**src/design/rfde_pkg.sv**
```systemverilog
`default_nettype none
// ----------------------------------------------------------------------------
// rfde_pkg
// Shared types and constants of the RGB frame delta encoder.
// ----------------------------------------------------------------------------
package rfde_pkg;

	// configuration register indexes
	typedef enum logic [1:0] {
		CFG_WIDTH    = 2'd0,
		CFG_HEIGHT   = 2'd1,
		CFG_INTERVAL = 2'd2,
		CFG_LEVEL    = 2'd3
	} cfg_idx_t;

	// frame type codes, low nibble of the first header byte
	localparam logic [3:0] TYPE_KEY   = 4'h3;
	localparam logic [3:0] TYPE_DELTA = 4'h2;
	localparam logic [7:0] HDR_SECOND = 8'd8;

	// tuser bit positions
	localparam int TUSER_W = 3;
	localparam int TU_HDR  = 0;
	localparam int TU_KEY  = 1;
	localparam int TU_FEND = 2;

	// front-to-back queue
	localparam int Q_DEPTH = 4;
	localparam int Q_AW    = 2;
	localparam int Q_CW    = 3;

	// one classified pixel, ready for serialization
	typedef struct packed {
		logic        start;  // first pixel of frame: send header first
		logic        key;    // frame coded as keyframe
		logic        fend;   // last pixel of frame
		logic [7:0]  hdr;    // first header byte
		logic [23:0] data;   // R 23:16, G 15:8, B 7:0 (raw or delta)
	} rfde_entry_t;

endpackage
`default_nettype wire

```
**src/design/rfde_back.sv**
```systemverilog
`default_nettype none
// ----------------------------------------------------------------------------
// rfde_back
// Serializes each queued pixel into header words (frame start only) and
// colour words; one word per cycle when not stalled; output is registered.
// ----------------------------------------------------------------------------
module rfde_back
	import rfde_pkg::*;
(
	input  wire logic               clk,
	input  wire logic               arst_n,
	input  wire logic               head_valid,
	input  wire rfde_entry_t        head,
	output logic                    pop,
	output logic                    m_tvalid,
	input  wire logic               m_tready,
	output logic [7:0]              m_tdata,
	output logic [TUSER_W-1:0]      m_tuser,
	output logic                    m_tlast
);

	typedef enum logic [5:0] {
		SEL_NEW  = 6'b000001,
		SEL_HDR0 = 6'b000010,
		SEL_HDR1 = 6'b000100,
		SEL_RED  = 6'b001000,
		SEL_GRN  = 6'b010000,
		SEL_BLU  = 6'b100000
	} sel_t;

	sel_t               sel_q;
	sel_t               cur, nxt;
	logic               m_tvalid_q;
	logic [7:0]         tdata_q;
	logic [TUSER_W-1:0] tuser_q;
	logic               tlast_q;
	logic               emit;
	logic [7:0]         byte_c;
	logic               hdr_c, fend_c, last_c;
	logic [TUSER_W-1:0] user_c;

	assign emit = head_valid && (!m_tvalid_q || m_tready);
	assign cur  = (sel_q == SEL_NEW) ? (head.start ? SEL_HDR0 : SEL_RED) : sel_q;

	always_comb begin
		byte_c = head.data[7:0];
		hdr_c  = 1'b0;
		last_c = 1'b0;
		nxt    = SEL_NEW;
		case (cur)
			SEL_HDR0: begin
				byte_c = head.hdr;
				hdr_c  = 1'b1;
				nxt    = SEL_HDR1;
			end
			SEL_HDR1: begin
				byte_c = HDR_SECOND;
				hdr_c  = 1'b1;
				nxt    = SEL_RED;
			end
			SEL_RED: begin
				byte_c = head.data[23:16];
				nxt    = SEL_GRN;
			end
			SEL_GRN: begin
				byte_c = head.data[15:8];
				nxt    = SEL_BLU;
			end
			SEL_BLU: begin
				byte_c = head.data[7:0];
				last_c = 1'b1;
				nxt    = SEL_NEW;
			end
			default: begin
				nxt = SEL_NEW;
			end
		endcase
		fend_c          = last_c && head.fend;
		user_c          = '0;
		user_c[TU_HDR]  = hdr_c;
		user_c[TU_KEY]  = head.key;
		user_c[TU_FEND] = fend_c;
	end

	assign pop = emit && last_c;

	always_ff @(posedge clk or negedge arst_n) begin
		if (!arst_n) begin
			sel_q      <= SEL_NEW;
			m_tvalid_q <= 1'b0;
		end else begin
			if (emit) begin
				sel_q      <= nxt;
				m_tvalid_q <= 1'b1;
			end else if (m_tready) begin
				m_tvalid_q <= 1'b0;
			end
		end
	end

	always_ff @(posedge clk) begin
		if (emit) begin
			tdata_q <= byte_c;
			tuser_q <= user_c;
			tlast_q <= last_c;
		end
	end

	assign m_tvalid = m_tvalid_q;
	assign m_tdata  = tdata_q;
	assign m_tuser  = tuser_q;
	assign m_tlast  = tlast_q;

endmodule
`default_nettype wire

```
**config.mk**
```make
export PLATFORM = sky130hd
export DESIGN_NAME = rfde_back
export DESIGN_NICKNAME = d
export VERILOG_FILES = /design/src/design/rfde_pkg.sv /design/src/design/rfde_back.sv
export SDC_FILE = /design/constraint.sdc
export NUM_CORES = 1
export LEC_CHECK = 0
export BUFFER_PORTS_ARGS = -buffer_cell sky130_fd_sc_hd__buf_2
export CAP_MARGIN = 20
export CORE_UTILIZATION = 46
export CTS_BUF_LIST = sky130_fd_sc_hd__clkbuf_2
export CTS_CLUSTER_SIZE = 8
export DETAILED_ROUTE_END_ITERATION = 7
export PLACE_DENSITY_LB_ADDON = 0.05
export SLEW_MARGIN = 20
export SYNTH_ARGS = -nofsm -noshare
export SYNTH_HDL_FRONTEND = slang
export SYNTH_SLANG_ARGS = --single-unit
```
**constraint.sdc**
```tcl
create_clock -name clk -period 2.21 [get_ports clk]
set_clock_uncertainty 0.05 [all_clocks]
set_input_delay 0.221 -clock clk [delete_from_list [all_inputs] [get_ports clk]]
set_output_delay 0.221 -clock clk [all_outputs]
set_load 0.02 [all_outputs]
```
==> results.md <==
- Clock buffer depth: 2
- Fin. Hold Viols: 0
- Ratio of cells with drive above 1 in the final layout: 52.90%
- Post-synth EDFFs: 12
- DIE AREA: 2347 um2
- Vias/cell: 5.400
- Period Utilization, post-route: 86.96%
- Critical Path Start: sel_q[5]
- Htree depth: 1
- # port buffers: 52
- Largest net degree at the start of global routing: 18
- Reg2reg end: m_tdata[4]
- Total CTS buffers: 3
- Metal3 WL: 172 um
- Drt total wl: 2111 um
- Yosys cell types: 31
- Slew margin rel.: 59.18%
- CP Launch Type: register
- Initial antenna violation count: 0
- CP arrival: 1950 ps
- M1 WL: 855 um
- CTS Sinks: 18
- Post-synthesis simple-gate area fraction: 18.03%
- Num rows: 16
- CP required: 2240 ps
- Placed wire-length estimate: 1629 um
- Max-cap violations: 0
- Compound-Gate Fraction of Synth Area: 22.82%
- Worst slew pin tran: 611.6 ps
- Reg2reg start: sel_q[5]
- Net Count, Synth: 123
- Reg2Reg Setup Slack: 290 ps
- Minimum clock period: 1922 ps
- Hold Path Depth: 1
- Detail Route Antenna Nets: 0
- Post-cts resize count: 0
- Die Width: 48.45 um
- Gate Count Post-Synth: 84
- Routed met2 length: 1043 um
- DRC: 0
- Leakage: 0.6023 nW
- Total number of vias: 891
- Unrepaired setup endpoints after global routing: no
- Vias in the first global route: 771
- Fillcell total: 171
- Synth Area in XOR/XNOR: 1.765%
- Final-stage net count: 178
- First-pass GRT wire length: 3491 um
- Fin Setup TNS: 0 ps
- Root Driver: clkbuf_2
- Routability Congestion: 0.8612
- Worst min-delay path class: primary input to register
- Most used DFF post-synth: edfxtp_1
- Share of flip-flops with an asynchronous set or reset: 33.33%
- Yosys reg bits: 18
- Crit Path Max Fanout: 10
- Starting density of the core: 49.56%
- DR pass1 iterations: 4
- # setup viols final: 0
- Core footprint: 2002 um2
- Die height: 48.45 um
- TritonCTS clock tree: yes
- GRT Resource Usage Total: 19.88%
- Yosys warns: 0
- Post-synthesis mux area share: 1.135%
- Worst hold start: head[33]
- Max Used Layer: met4
- Initial drt markers: 19
- Clk Latency, worst-skew pair: 290 ps
- Post-Synth Adder-Cell Area: 0%
- Clk pin slew, worst setup/hold paths: 170 ps
- Setup Crit Path Kind: register to register
- Syn Area/Cell: 11.81 um2
- Status: finished clean
- Synthesis-to-layout area growth: 31.02%
- Worst vdd ir: 710.1 uV
- Max-slew violations: 0
- Register area share after synthesis: 51.58%
- Post-Layout Cell Count: 165
- Num ports: 53
- ANT cells: 0
- GR Overflow Total: 0
- Placed insts: 160
- Drt wl/cell: 12.79 um
- Largest family of logic cells by synthesized area: compound AO/OA/AOI/OAI gates
- Fmax: 520.4 MHz
- Crit path to: m_tdata[4]
- PD cells: 1185 nW/um2
- CP endpoint kind: register
- Register-to-Register Path Depth: 4
- Mapped cell area: 992.2 um2
synthesized netlist by cell type, drive strengths merged (3+ instances only):
cell type | count | share of area, %
a221o | 8 | 9.1
a22o | 8 | 7.1
buf | 5 | 3.2
dfrtp | 5 | 13
edfxtp | 12 | 36
inv | 4 | 1.5
nand2 | 5 | 1.9
nor2 | 8 | 4.9
nor3 | 3 | 1.5
o21ai | 5 | 2.5
metal layers:
| layer | vias to the layer above | global-route usage (%) |
|---|---|---|
| met4 | 0 | 10.78 |
| met5 | - | 0 |
| li1 | 440 | - |
| met1 | 395 | 24.34 |
| met2 | 52 | 33.10 |
| met3 | 4 | 3.774 |
cell usage in the layout, fill, tap and decap left out:
master / n
or3_1: 1
nand2b_1: 2
edfxtp_1: 12
a22o_1: 8
nor2_8: 1
nand4_1: 1
nor2_1: 6
xnor2_1: 2
a221oi_1: 1
and3_1: 1
dfrtp_1: 5
nor3_1: 3
nand2_1: 5
a32o_1: 1
dfstp_2: 1
a31oi_2: 1
o21ai_0: 5
buf_2: 52
clkbuf_2: 4
and2_1: 1
nand3_1: 1
nor4_1: 1
nor3b_1: 1
a21oi_1: 2
nand3b_1: 1
buf_4: 2
dlygate4sd3_1: 1
nor4_4: 1
a221o_2: 8
inv_1: 4
or4_4: 1
nor2_2: 1
mux2_2: 1
flip-flops by register name, indices dropped and copies added, names as in the netlist:
register / count
m_tdata: 8
m_tlast: 1
m_tuser: 3
m_tvalid: 1
sel_q: 5
per-stage QoR:
step / setup WS (ps) / cell area, um2 / hold slack (ps) / util, % / power, mW
after global placement: 373.7 / 1270 / -0.6545 / 63.44 / 1.378
after detailed placement: 285.0 / 1270 / -1.123 / 63.44 / 1.403
final: 288.2 / 1300 / 37.92 / 64.94 / 1.540
after global routing: 172.9 / 1300 / 15.69 / 64.94 / 1.648
after floorplan: 545.0 / 992.2 / -124.6 / - / 1.218
after CTS: 292.6 / 1300 / 34.08 / 64.94 / 1.545
critical path, cell delays in order (launching register included):
cell and delay (ps):
dfrtp_1 540, nor2_2 220, and3_1 370, a31oi_2 150
a221o_2 380
power breakdown:
group	leakage [nW]	internal, mW	switching (mW)
registers	0.192	0.505	0.0892
clock network	0.0166	0.0479	0.0983
logic	0.394	0.376	0.424
how the worst min path moves through the flow:
stage	endpoint	slack (ps)
floorplan	m_tvalid	-120
global placement	sel_q[5]	-0.7
detailed placement	m_tvalid	-1
CTS	m_tuser[1]	30
global route	m_tuser[1]	20
finish	m_tuser[1]	40
kinds of logic after synthesis:
| logic type | after synthesis |
|---|---|
| buffers and inverters | 9 |
| XOR/XNOR | 2 |
| multiplexers | 1 |
| AND/OR/NAND/NOR | 28 |
| flip-flops | 18 |
| AO/OA/AOI/OAI | 26 |
final cells by class:
type                    instances  area, um2  area share (%)
clock buffers                   4      20.02           1.540
well taps                      27      33.78           2.599
repair buffers                 55      285.3           21.94
inverters                       4      15.01           1.155
flip-flops and latches         18      511.7           39.36
multi-input cells              57      434.2           33.40
what timing repair did:
| item | in CTS | in global routing |
|---|---|---|
| hold buffers | 1 | 0 |
| hold endpoints to repair | 6 | 0 |
| buffers inserted | 0 | 0 |
Note: power is estimated with default switching activity, not from simulation.
