===== config.mk =====
export PLATFORM = sky130hd
export DESIGN_NAME = rfde_queue
export DESIGN_NICKNAME = d
export VERILOG_FILES = /design/src/design/rfde_pkg.sv /design/src/design/rfde_queue.sv
export SDC_FILE = /design/constraint.sdc
export NUM_CORES = 1
export LEC_CHECK = 0
export BUFFER_PORTS_ARGS = -buffer_cell sky130_fd_sc_hd__buf_2
export CORE_MARGIN = 2
export CORE_UTILIZATION = 50
export CTS_BUF_LIST = sky130_fd_sc_hd__clkbuf_16
export CTS_CLUSTER_DIAMETER = 120
export DETAILED_ROUTE_END_ITERATION = 7
export PLACE_DENSITY = 0.77
export RECOVER_POWER = 100
export SETUP_SLACK_MARGIN = 0.15
export SYNTH_ARGS = -nofsm -noshare
export SYNTH_HDL_FRONTEND = slang
export SYNTH_SLANG_ARGS = --single-unit
export TNS_END_PERCENT = 10

===== constraint.sdc =====
create_clock -name clk -period 2.3 [get_ports clk]
set_input_delay 0.115 -clock clk [delete_from_list [all_inputs] [get_ports clk]]
set_output_delay 0.115 -clock clk [all_outputs]
set_load 0.05 [all_outputs]

===== src/design/rfde_pkg.sv =====
`default_nettype none
// ----------------------------------------------------------------------------
// rfde_pkg
// Shared types and constants of the RGB frame delta encoder.
// ----------------------------------------------------------------------------
package rfde_pkg;

	// configuration register indexes
	typedef enum logic [1:0] {
		CFG_WIDTH    = 2'd0,
		CFG_HEIGHT   = 2'd1,
		CFG_INTERVAL = 2'd2,
		CFG_LEVEL    = 2'd3
	} cfg_idx_t;

	// frame type codes, low nibble of the first header byte
	localparam logic [3:0] TYPE_KEY   = 4'h3;
	localparam logic [3:0] TYPE_DELTA = 4'h2;
	localparam logic [7:0] HDR_SECOND = 8'd8;

	// tuser bit positions
	localparam int TUSER_W = 3;
	localparam int TU_HDR  = 0;
	localparam int TU_KEY  = 1;
	localparam int TU_FEND = 2;

	// front-to-back queue
	localparam int Q_DEPTH = 4;
	localparam int Q_AW    = 2;
	localparam int Q_CW    = 3;

	// one classified pixel, ready for serialization
	typedef struct packed {
		logic        start;  // first pixel of frame: send header first
		logic        key;    // frame coded as keyframe
		logic        fend;   // last pixel of frame
		logic [7:0]  hdr;    // first header byte
		logic [23:0] data;   // R 23:16, G 15:8, B 7:0 (raw or delta)
	} rfde_entry_t;

endpackage
`default_nettype wire


===== src/design/rfde_queue.sv =====
`default_nettype none
// ----------------------------------------------------------------------------
// rfde_queue
// Short FIFO of classified pixels between front and back.
// ----------------------------------------------------------------------------
module rfde_queue
	import rfde_pkg::*;
(
	input  wire logic          clk,
	input  wire logic          arst_n,
	input  wire logic          push,
	input  wire rfde_entry_t   push_entry,
	input  wire logic          pop,
	output logic               head_valid,
	output rfde_entry_t        head,
	output logic [Q_CW-1:0]    count
);

	rfde_entry_t     slot_q [Q_DEPTH];
	logic [Q_AW-1:0] wr_ptr_q;
	logic [Q_AW-1:0] rd_ptr_q;
	logic [Q_CW-1:0] count_q;
	logic            do_pop;

	assign do_pop     = pop && (count_q != '0);
	assign head_valid = count_q != '0;
	assign head       = slot_q[rd_ptr_q];
	assign count      = count_q;

	always_ff @(posedge clk or negedge arst_n) begin
		if (!arst_n) begin
			wr_ptr_q <= '0;
			rd_ptr_q <= '0;
			count_q  <= '0;
		end else begin
			if (push) begin
				wr_ptr_q <= wr_ptr_q + Q_AW'(1);
			end
			if (do_pop) begin
				rd_ptr_q <= rd_ptr_q + Q_AW'(1);
			end
			count_q <= count_q + Q_CW'(push) - Q_CW'(do_pop);
		end
	end

	always_ff @(posedge clk) begin
		if (push) begin
			slot_q[wr_ptr_q] <= push_entry;
		end
	end

endmodule
`default_nettype wire


==> summary.md, run 1 <==
| Metric | Value |
|---|---|
| Vias per Instance | `approximately 5.3` |
| Initial antenna violation count | `0` |
| CP Data Required Time | `approximately 2.2 ns` |
| Clock Pin Slew Worst Setup and Hold Paths | `0.06 ns` |
| Distinct cell type count after synthesis | `18` |
| Area growth syn-to-layout | `26.7%` |
| DRT Wirelength | `9.98 mm` |
| All-layer global routing usage | `18.2%` |
| Final setup fails | `0` |
| Hold path endpoint | `rd_ptr_q[1]` |
| Ys Warns | `0` |
| Final hold violation count | `0` |
| Worst hold path cell count | `3` |
| Yosys top cell area share | `about three quarters` |
| Worst reg2reg setup slack | `0.26 ns` |
| LEAKAGE | `2.43 nW` |
| Mapped Cells | `217` |
| Fmax | `about 480 MHz` |
| CTS Buf Count | `17` |
| Crit-path max FO | `18` |
| CTS tree | `yes` |
| Vias in the first global route | `2882` |
| Final instance area | `approximately 7000 sq um` |
| Reg-to-reg endpoint | `slot_q[0][19]` |
| Fin. max-slew vios | `0` |
| Die Wd | `109 um` |
| # IOs | `78` |
| Detail Route Antenna Nets | `0` |
| Multi-input gate area | `approximately 1000 sq um` |
| Seq/Total Area, Yosys | `around 80%` |
| RD Place Congestion | `0.758` |
| Fin util | `64.6%` |
| Largest net degree at the start of global routing | `36` |
| Kind of critical path | `flip-flop to primary output` |
| Post-layout min period | `2.08 ns` |
| Worst Clk Skew | `~0.0088 ns` |
| Total gr overflow | `0` |
| Switching pwr | `between 0.003 and 0.004 W` |
| Largest area contributor in the netlist | `edfxtp_1` |
| Clock share of power | `between 20% and 30%` |
| First-pass GRT wire length | `about 15 mm` |
| Rel. slew slack | `around 29%` |
| Die H | `about 110 um` |
| Clk buf depth | `2` |
| Layout cells sized above 1 | `around 30%` |
| I/O Buffers | `slightly below 80` |
| Power Density | `1460 nW/um^2` |
| Seq. cell area | `approximately 4400 sq um` |
| Reg-to-reg startpoint | `wr_ptr_q[0]` |
| Initial core utilization | `slightly above 50%` |
| Post-route DRC | `0` |
| Startpoint Class | `flip-flop` |
| # diodes | `0` |
| Via count | `~2.7k` |
| Worst Path Arrival | `1.97 ns` |
| H-tree levels | `4` |
| Tcrit/Tclk final | `between 90% and 100%` |
| Initial DRC count | `137` |
| Initial DRT Pass Iterations | `4` |
| Hold Crit Start | `pop` |
| WL/cell | `between 15 and 20 um` |
| Worst-Skew Late Latency | `0.41 ns` |
| Setup TNS | `0 ns` |
| Cell Area, Placed | `between 6000 and 7000 sq um` |
| Comb power frac | `between 30% and 40%` |
| RSZ-0062 raised after global routing | `no` |
| Syn Nets | `roughly 260` |
| Maxcap violations | `0` |
| Status | `complete, no violations` |
| Reg2Reg Depth | `4` |
| Critical Path Sink Type | `primary output` |
| Min-delay worst type | `primary input to flip-flop` |
| VDD IR-drop max | `between 0.8 and 0.9 mV` |
| Post-Syn Area per Cell | `around 25 sq um` |
| Worst slew pin tran | `1.06 ns` |
| #FFs+latches synth | `about 150` |
| Cells after DPL | `436` |
| Post-Syn Area | `about 5500 sq um` |
| CORE AREA | `roughly 11000 sq um` |
| Final net count | `~400` |
| # fillers | `about 750` |
| DP HPWL | `about 5.7 mm` |
| Part of the power in registers | `between 30% and 40%` |
| Switching part of the total | `approximately 37%` |
| Cell-internal power | `0.00638 W` |
| Worst hold slack | `approximately 0.040 ns` |
| DIE AREA | `between 10000 and 15000 sq um` |
| Clock sinks | `between 100 and 150` |
| Final non-filler cell total | `505` |
| Synth area leaders | `edfxtp_1, mux4_2, mux4_1, dfrtp_1, ha_1` |
| Row Count | `38` |
| Clock Tree Root | `clkbuf_16` |
## metrics by stage
step	total power [W]	worst slack [ns]
after floorplan	0.00677	0.206
after global placement	0.00748	0.335
after detailed placement	0.00757	0.284
after CTS	0.0103	0.156
after global routing	0.0106	0.104
final	0.0102	0.216
## synthesized netlist by cell type
master / count
and2_1: 4
buf_12: 3
buf_2: 4
buf_6: 1
dfrtp_1: 7
edfxtp_1: 140
fa_1: 1
ha_1: 6
inv_1: 6
mux4_1: 7
mux4_2: 28
nand2_1: 1
o21ai_0: 1
o311ai_0: 1
o31a_1: 1
or3_1: 1
xnor2_1: 3
xor2_1: 2
## worst max-delay path by stage
| stage | to | slack, ns | from |
|---|---|---|---|
| after floorplan | count[2] | 0.21 | count[1] |
| after global placement | count[2] | 0.33 | count[1] |
| after detailed placement | count[2] | 0.28 | count[1] |
| after CTS | head[3] | 0.16 | rd_ptr_q[0] |
| after global routing | slot_q[0][16] | 0.10 | wr_ptr_q[0] |
| final | head[3] | 0.22 | rd_ptr_q[0] |
## layout make-up
cell class | count | area share [%]
Sequential cell | 147 | 62.9
Multi-Input combinational cell | 56 | 14.5
Timing Repair Buffer | 125 | 11.5
Clock buffer | 17 | 6.10
Tap cell | 140 | 2.51
Clock inverter | 14 | 2.08
Inverter | 6 | 0.323
## power by group through the flow
stage               Combinational (W)  Clock (W)  Sequential, W
CTS                           0.00389    0.00272        0.00370
floorplan                     0.00299          0        0.00378
global placement              0.00378          0        0.00369
global route                  0.00407    0.00282        0.00375
detailed placement            0.00383          0        0.00374
finish                        0.00384    0.00266        0.00371
## kinds of logic (layout without fill, tap and decap cells)
group | after synthesis | in the layout | share of synthesized area, %
muxes | 35 | 35 | 14.8
adders and majority gates | 7 | 7 | 1.73
DFF | 147 | 147 | 79.6
and+or+nand+nor | 6 | 6 | 0.636
AOI/OAI and AO/OA | 3 | 3 | 0.409
xor gates and xnor gates | 5 | 5 | 0.796
buffers and inverters | 14 | 162 | 2.07
## state kept, by name, indices dropped and copies added, names as in the netlist
signal and flops:
rd_ptr_q 2, count 3, wr_ptr_q 2, slot_q 140
## worst max-delay path: stages (launching register included)
cell      delay (ns)
dfrtp_2         0.46
buf_12          0.22
mux4_1          0.61
clkbuf_2        0.27
## routing by layer
metal | routed length (um) | part of all wire, % | track usage, %
met1 | 4230 | 42 | 22.3
met2 | 5190 | 52 | 29.9
met3 | 422 | 4.2 | 5.80
met4 | 131 | 1.3 | 7.69
met5 | 0 | 0 | 0
## layout by cell type, fill, tap and decap left out, drive strengths merged
cell type | netlist | layout
or3 | 1 | 1
xor2 | 2 | 2
inv | 6 | 6
edfxtp | 140 | 140
mux4 | 35 | 35
bufinv | 0 | 3
fa | 1 | 1
xnor2 | 3 | 3
nand2 | 1 | 1
o311ai | 1 | 1
o31a | 1 | 1
ha | 6 | 6
dfrtp | 7 | 7
and2 | 4 | 4
clkbuf | 0 | 95
buf | 8 | 10
o21ai | 1 | 1
clkinv | 0 | 9
clkinvlp | 0 | 2
dlygate4sd3 | 0 | 37
## timing repair
item,in CTS,in global routing
endpoints found under the hold margin,149,0
endpoints found under the setup margin,0,3
hold buffers,37,0
setup buffers,0,0
gates resized for setup,0,0
(Power assumes the default switching activity.)
==> inputs of run 2 (changes only) <==
--- a/config.mk
+++ b/config.mk
@@ -13,6 +13,7 @@
 export DETAILED_ROUTE_END_ITERATION = 7
 export PLACE_DENSITY = 0.77
 export RECOVER_POWER = 100
+export REMOVE_ABC_BUFFERS = 1
 export SETUP_SLACK_MARGIN = 0.15
 export SYNTH_ARGS = -nofsm -noshare
 export SYNTH_HDL_FRONTEND = slang
==> run 2 against run 1 <==
  * Worst setup slack better by 0.0099 ns
  * Largest cell class unchanged
  * Via count down 3.4%
  * First-iteration DRC count shrank 5.1%
  * Sequential power is essentially flat
  * Cell area rose by 0.31%
==> summary.md, run 2 (same netlist as run 1, synthesis figures left out) <==
| Metric | Value |
|---|---|
| Switching part of the total | `a little under two fifths` |
| Via count | `2592` |
| Critical-path top delay cell | `mux4_2` |
| Initial DRC count | `between 100 and 150` |
| Cell-internal power | `0.00647 W` |
| Commonest cells after routing, fill and taps aside | `edfxtp_1, clkbuf_1, dlygate4sd3_1` |
| Status | `complete, no violations` |
| Row Count | `38` |
| Die Wd | `roughly 110 um` |
| Tcrit/Tclk final | `between 90% and 100%` |
| DRT Wirelength | `approximately 9.3 mm` |
| # IOs | `78` |
| Area growth syn-to-layout | `27.1%` |
| Worst Clk Skew | `0.00863 ns` |
| I/O Buffers | `a little under 80` |
| Worst-Skew Late Latency | `roughly 0.41 ns` |
| Critical Path Sink Type | `primary output` |
| CTS tree | `yes` |
| Worst hold path cell count | `3` |
| All-layer global routing usage | `approximately 17%` |
| Reg-to-reg startpoint | `wr_ptr_q[0]` |
| Worst Path Arrival | `between 1.5 and 2 ns` |
| Vias in the first global route | `approximately 2.8k` |
| Kind of critical path | `flip-flop to primary output` |
| Startpoint Class | `flip-flop` |
| Fmax | `roughly 480 MHz` |
| WL/cell | `roughly 19 um` |
| Clock share of power | `a little over a quarter` |
| Detail Route Antenna Nets | `0` |
| CP cell instances | `buf_6, mux4_2, clkbuf_2` |
| Die H | `around 110 um` |
| Cells after DPL | `between 400 and 500` |
| Top Family by Delay on Critical Path | `buffers and inverters` |
| Clk buf depth | `2` |
| CORE AREA | `about 11000 sq um` |
| H-tree levels | `4` |
| Worst path depth | `3` |
| DP HPWL | `5.52 mm` |
| Buf/Inv on CP | `2` |
| Crit-path max cell delay | `between 0.5 and 0.6 ns` |
| LEAKAGE | `approximately 2.4 nW` |
| Most common cell after layout, fill and taps aside | `edfxtp_1` |
| Part of the power in registers | `a little over a third` |
| Largest net degree at the start of global routing | `32` |
| Final hold violation count | `0` |
| Fin util | `between 60% and 70%` |
| # diodes | `0` |
| Total gr overflow | `0` |
| Clock sinks | `roughly 150` |
| RSZ-0062 raised after global routing | `no` |
| RD Place Congestion | `0.660` |
| Final non-filler cell total | `502` |
| Post-route DRC | `0` |
| Switching pwr | `between 0.003 and 0.004 W` |
| Clock Pin Slew Worst Setup and Hold Paths | `about 0.06 ns` |
| CTS Buf Count | `17` |
| Rel. slew slack | `a little over two fifths` |
| Power Density | `roughly 1500 nW/um^2` |
| Comb power frac | `between 30% and 40%` |
| Crit-path max FO | `26` |
| Initial core utilization | `51.0%` |
| DIE AREA | `between 10000 and 15000 sq um` |
| Maxcap violations | `0` |
| Fin. max-slew vios | `0` |
| Reg-to-reg endpoint | `slot_q[2][16]` |
| Min-delay worst type | `primary input to flip-flop` |
| Initial DRT Pass Iterations | `5` |
| Biggest register | `slot_q` |
| Reg2Reg Depth | `4` |
| Final net count | `just under 400` |
| First-pass GRT wire length | `roughly 14 mm` |
| Hold path endpoint | `rd_ptr_q[1]` |
| Initial antenna violation count | `0` |
| Layout cells sized above 1 | `26.8%` |
| Post-layout min period | `between 2 and 2.5 ns` |
| Hold Crit Start | `pop` |
| Worst slew pin tran | `roughly 0.87 ns` |
| Worst reg2reg setup slack | `roughly 0.27 ns` |
| Clock Tree Root | `clkbuf_16` |
| Final setup fails | `0` |
| VDD IR-drop max | `between 0.8 and 0.9 mV` |
| CP Data Required Time | `between 2 and 2.5 ns` |
| Vias per Instance | `5.16` |
| Max reg flops | `140` |
==> run 2: power groups by stage <==
stage,Sequential [W],Clock [W],Combinational (W)
finish,0.00370,0.00275,0.00378
global route,0.00374,0.00290,0.00401
CTS,0.00370,0.00280,0.00392
detailed placement,0.00375,0,0.00387
global placement,0.00370,0,0.00383
floorplan,0.00398,0,0.00262
==> run 2: cell type report <==
type	count	area [sq um]
clock buffer	17	425
clock inverter	14	174
fill	746	3800
sequential	147	4380
tap	140	175
timing repair buffer	122	796
multi-input combinational	56	1020
inverter	6	22.5
==> run 2: metal layers <==
layer	share of wire [%]	track usage (%)
met3	5.5	6.81
met2	53	28.7
met4	1.0	6.78
met5	0	0
met1	41	20.5
==> run 2: how the worst max path moves through the flow <==
stage                to  slack [ns]         from
2_1_floorplan   head[0]       -0.22  rd_ptr_q[0]
3_3_place_gp   count[2]        0.34     count[1]
6_report       head[21]        0.23  rd_ptr_q[0]
5_1_grt         head[3]        0.10  rd_ptr_q[0]
3_5_place_dp   count[2]        0.31     count[1]
4_1_cts         head[0]        0.29  rd_ptr_q[0]
==> run 2: repair_timing <==
action                     CTS  global route
buffers inserted             0             0
setup endpoints to repair    0             1
resized for setup            0             2
hold buffers                37             0
hold endpoints to repair   148             0
==> run 2: worst register-to-register path, stage by stage, from the launching register on <==
cell	delay, ns
dfrtp_1	0.42
inv_1	0.10
ha_1	0.14
and2_0	0.44
clkbuf_4	0.57
==> run 2: metrics by stage <==
stage / TNS (ns) / total power [W] / hold slack (ns) / setup WS [ns] / cell area (sq um)
6_report: 0 / 0.0102 / 0.0340 / 0.226 / 6990
5_1_grt: 0 / 0.0107 / 0.0368 / 0.104 / 6990
4_1_cts: 0 / 0.0104 / 0.0187 / 0.290 / 7090
3_5_place_dp: 0 / 0.00761 / -0.0442 / 0.312 / 6120
3_3_place_gp: 0 / 0.00754 / -0.0485 / 0.343 / 6120
2_1_floorplan: -3.73 / 0.00660 / -0.181 / -0.220 / 5410
==> inputs of run 3 (changes only) <==
--- a/config.mk
+++ b/config.mk
@@ -6,7 +6,6 @@
 export NUM_CORES = 1
 export LEC_CHECK = 0
 export BUFFER_PORTS_ARGS = -buffer_cell sky130_fd_sc_hd__buf_2
-export CORE_MARGIN = 2
 export CORE_UTILIZATION = 50
 export CTS_BUF_LIST = sky130_fd_sc_hd__clkbuf_16
 export CTS_CLUSTER_DIAMETER = 120
==> constraint.sdc (replaced) <==
create_clock -name clk -period 2 [get_ports clk]
set_input_delay 0.1 -clock clk [delete_from_list [all_inputs] [get_ports clk]]
set_output_delay 0.1 -clock clk [all_outputs]
set_load 0.05 [all_outputs]
==> run 3 against run 2 <==
  * Count of clock-buffer cells in the layout stayed put
  * Wire length is 2.8% higher
  * Largest power group unchanged
  * Sequential cell count stayed put
  * Core utilization is 3.5 points higher
  * Register-to-register slack worse by 0.20 ns
  * Sequential share of layout area is 1.6 points lower
  * First-iteration DRC count is 14% higher
  * Highest routed layer unchanged
  * Sequential power is 14% higher
  * Die area is 3.6% lower
  * Total power is 21% higher
  * Final cell count is 0.40% higher
==> summary.md, run 3 (same netlist as run 1, synthesis figures left out) <==
| Metric | Value |
|---|---|
| Startpoint Class | `flip-flop` |
| CORE AREA | `between 10000 and 15000 sq um` |
| Worst slew pin tran | `around 0.60 ns` |
| CP cell instances | `buf_12, mux4_2, buf_2` |
| Fin. max-slew vios | `0` |
| Tcrit/Tclk final | `between 90% and 100%` |
| Clock share of power | `a little over a quarter` |
| First-pass GRT wire length | `between 10 and 15 mm` |
| Post-route DRC | `0` |
| WL/cell | `about 19 um` |
| Initial antenna violation count | `0` |
| Via count | `approximately 2.7k` |
| Fmax | `a little over 500 MHz` |
| Die Wd | `approximately 110 um` |
| Area growth syn-to-layout | `30.4%` |
| Worst hold slack | `between 0.04 and 0.05 ns` |
| Commonest cells after routing, fill and taps aside | `edfxtp_1, clkbuf_1, dlygate4sd3_1` |
| Row Count | `37` |
| Post-layout min period | `1.94 ns` |
| Initial core utilization | `around 52%` |
| RSZ-0062 raised after global routing | `yes` |
| Part of the power in registers | `between 30% and 40%` |
| All-layer global routing usage | `about a fifth` |
| Die H | `roughly 110 um` |
| H-tree levels | `4` |
| Clock Pin Slew Worst Setup and Hold Paths | `roughly 0.050 ns` |
| Clock sinks | `~150` |
| Crit-path max cell delay | `between 0.5 and 0.6 ns` |
| DIE AREA | `11400 sq um` |
| Worst Path Arrival | `around 1.8 ns` |
| Detail Route Antenna Nets | `0` |
| Rel. slew slack | `59.9%` |
| Status | `complete, no violations` |
| Clock Tree Root | `clkbuf_16` |
| LEAKAGE | `2.49 nW` |
| CP Data Required Time | `roughly 1.9 ns` |
| Final net count | `between 400 and 500` |
| I/O Buffers | `77` |
| DP HPWL | `approximately 5.5 mm` |
| CTS Buf Count | `17` |
| Clk buf depth | `2` |
| Worst-Skew Late Latency | `between 0.4 and 0.5 ns` |
| Switching pwr | `between 0.004 and 0.005 W` |
| Top Family by Delay on Critical Path | `multiplexers` |
| Largest net degree at the start of global routing | `31` |
| # IOs | `a little under 80` |
| Initial DRC count | `roughly 150` |
| # diodes | `0` |
| Max reg flops | `140` |
| Seq. cell area | `approximately 4400 sq um` |
| Multi-input gate area | `slightly above 1000 sq um` |
| Kind of critical path | `flip-flop to primary output` |
| Buf/Inv on CP | `2` |
| Worst Clk Skew | `slightly below 0.005 ns` |
| Vias in the first global route | `around 2.9k` |
| Critical-path top delay cell | `mux4_2` |
| Most common cell after layout, fill and taps aside | `edfxtp_1` |
| Critical Path Sink Type | `primary output` |
| Vias per Instance | `around 5.3` |
| Biggest register | `slot_q` |
| Maxcap violations | `0` |
| CTS tree | `yes` |
| Crit-path max FO | `15` |
| Final hold violation count | `0` |
| Layout cells sized above 1 | `between 30% and 40%` |
| Min-delay worst type | `primary input to flip-flop` |
| Initial DRT Pass Iterations | `4` |
| # fillers | `722` |
| Fin util | `between 60% and 70%` |
| RD Place Congestion | `between 0.7 and 0.8` |
| Power Density | `between 1500 and 2000 nW/um^2` |
| Total power | `about 0.012 W` |
| Switching part of the total | `between 30% and 40%` |
| Cell-internal power | `0.00792 W` |
| Total gr overflow | `0` |
| VDD IR-drop max | `between 1 and 1.5 mV` |
| Comb power frac | `39.8%` |
| Final setup fails | `0` |
| DRT Wirelength | `between 9 and 10 mm` |
-- run 3: changes by cell type in the layout (fill, tap and decap cells not counted), sizes merged --
cell / previous run / this run
buf: 11 / 47
clkbuf: 91 / 61
inv: 10 / 7
clkinvlp: 1 / 3
clkinv: 5 / 6
-- run 3: repair_timing --
action / 4_1_cts / 5_1_grt
endpoints found under the setup margin: 36 / 36
hold buffers: 37 / 0
hold endpoints to repair: 148 / 0
pin swaps: 2 / 2
setup buffers: 3 / 0
resized for setup: 3 / 108
-- run 3: power by group through the flow --
stage                     Sequential, W  Clock, W  Combinational (W)
after floorplan                 0.00458         0            0.00301
after global placement          0.00427         0            0.00444
after detailed placement        0.00432         0            0.00450
after CTS                       0.00422   0.00330            0.00468
after global routing            0.00427   0.00343            0.00520
final                           0.00422   0.00324            0.00494
-- run 3: area by class of cell --
type	instances	area share, %
Clock buffer	17	5.93
Clock inverter	14	2.65
Inverter	6	0.314
Multi-Input combinational cell	56	14.2
Sequential cell	147	61.1
Tap cell	136	2.37
Timing Repair Buffer	128	13.5
-- run 3: layer usage --
layer  vias to the layer above  track usage (%)  wire (um)
li1                       1193                -          -
met1                      1383             23.1       3920
met2                        83             30.7       5090
met3                        15             5.11        401
met4                         0             8.71        194
met5                         -                0          0
-- run 3: worst paths after layout --
check | to | startpoint | depth (start not counted) | slack [ns]
max in group asynchronous | rd_ptr_q[0] | arst_n | 2 | 1.57
min in group asynchronous | count[1] | arst_n | 2 | 0.12
max | head[33] | rd_ptr_q[0] | 3 | 0.06
max reg2reg | count[2] | count[1] | 7 | 0.07
min reg2reg | wr_ptr_q[0] | wr_ptr_q[0] | 1 | 0.54
min | rd_ptr_q[1] | pop | 3 | 0.04
-- run 3: tightest hold or removal path, delay by kind of cell --
family	cells	cell delay (ns)
AOI/OAI and AO/OA	1	0.13
buffers and inverters	1	0.11
xor gates and xnor gates	1	0.07
-- run 3: stage by stage --
stage | std cells | cell area (sq um) | setup slack, ns | TNS [ns]
after global placement | 433 | 6130 | 0.0828 | 0
after CTS | 504 | 7150 | 0.0220 | 0
after floorplan | 209 | 5410 | -0.505 | -14.17
final | 504 | 7180 | 0.0617 | 0
after global routing | 504 | 7180 | -0.00850 | -0.0211
after detailed placement | 433 | 6130 | 0.0326 | 0
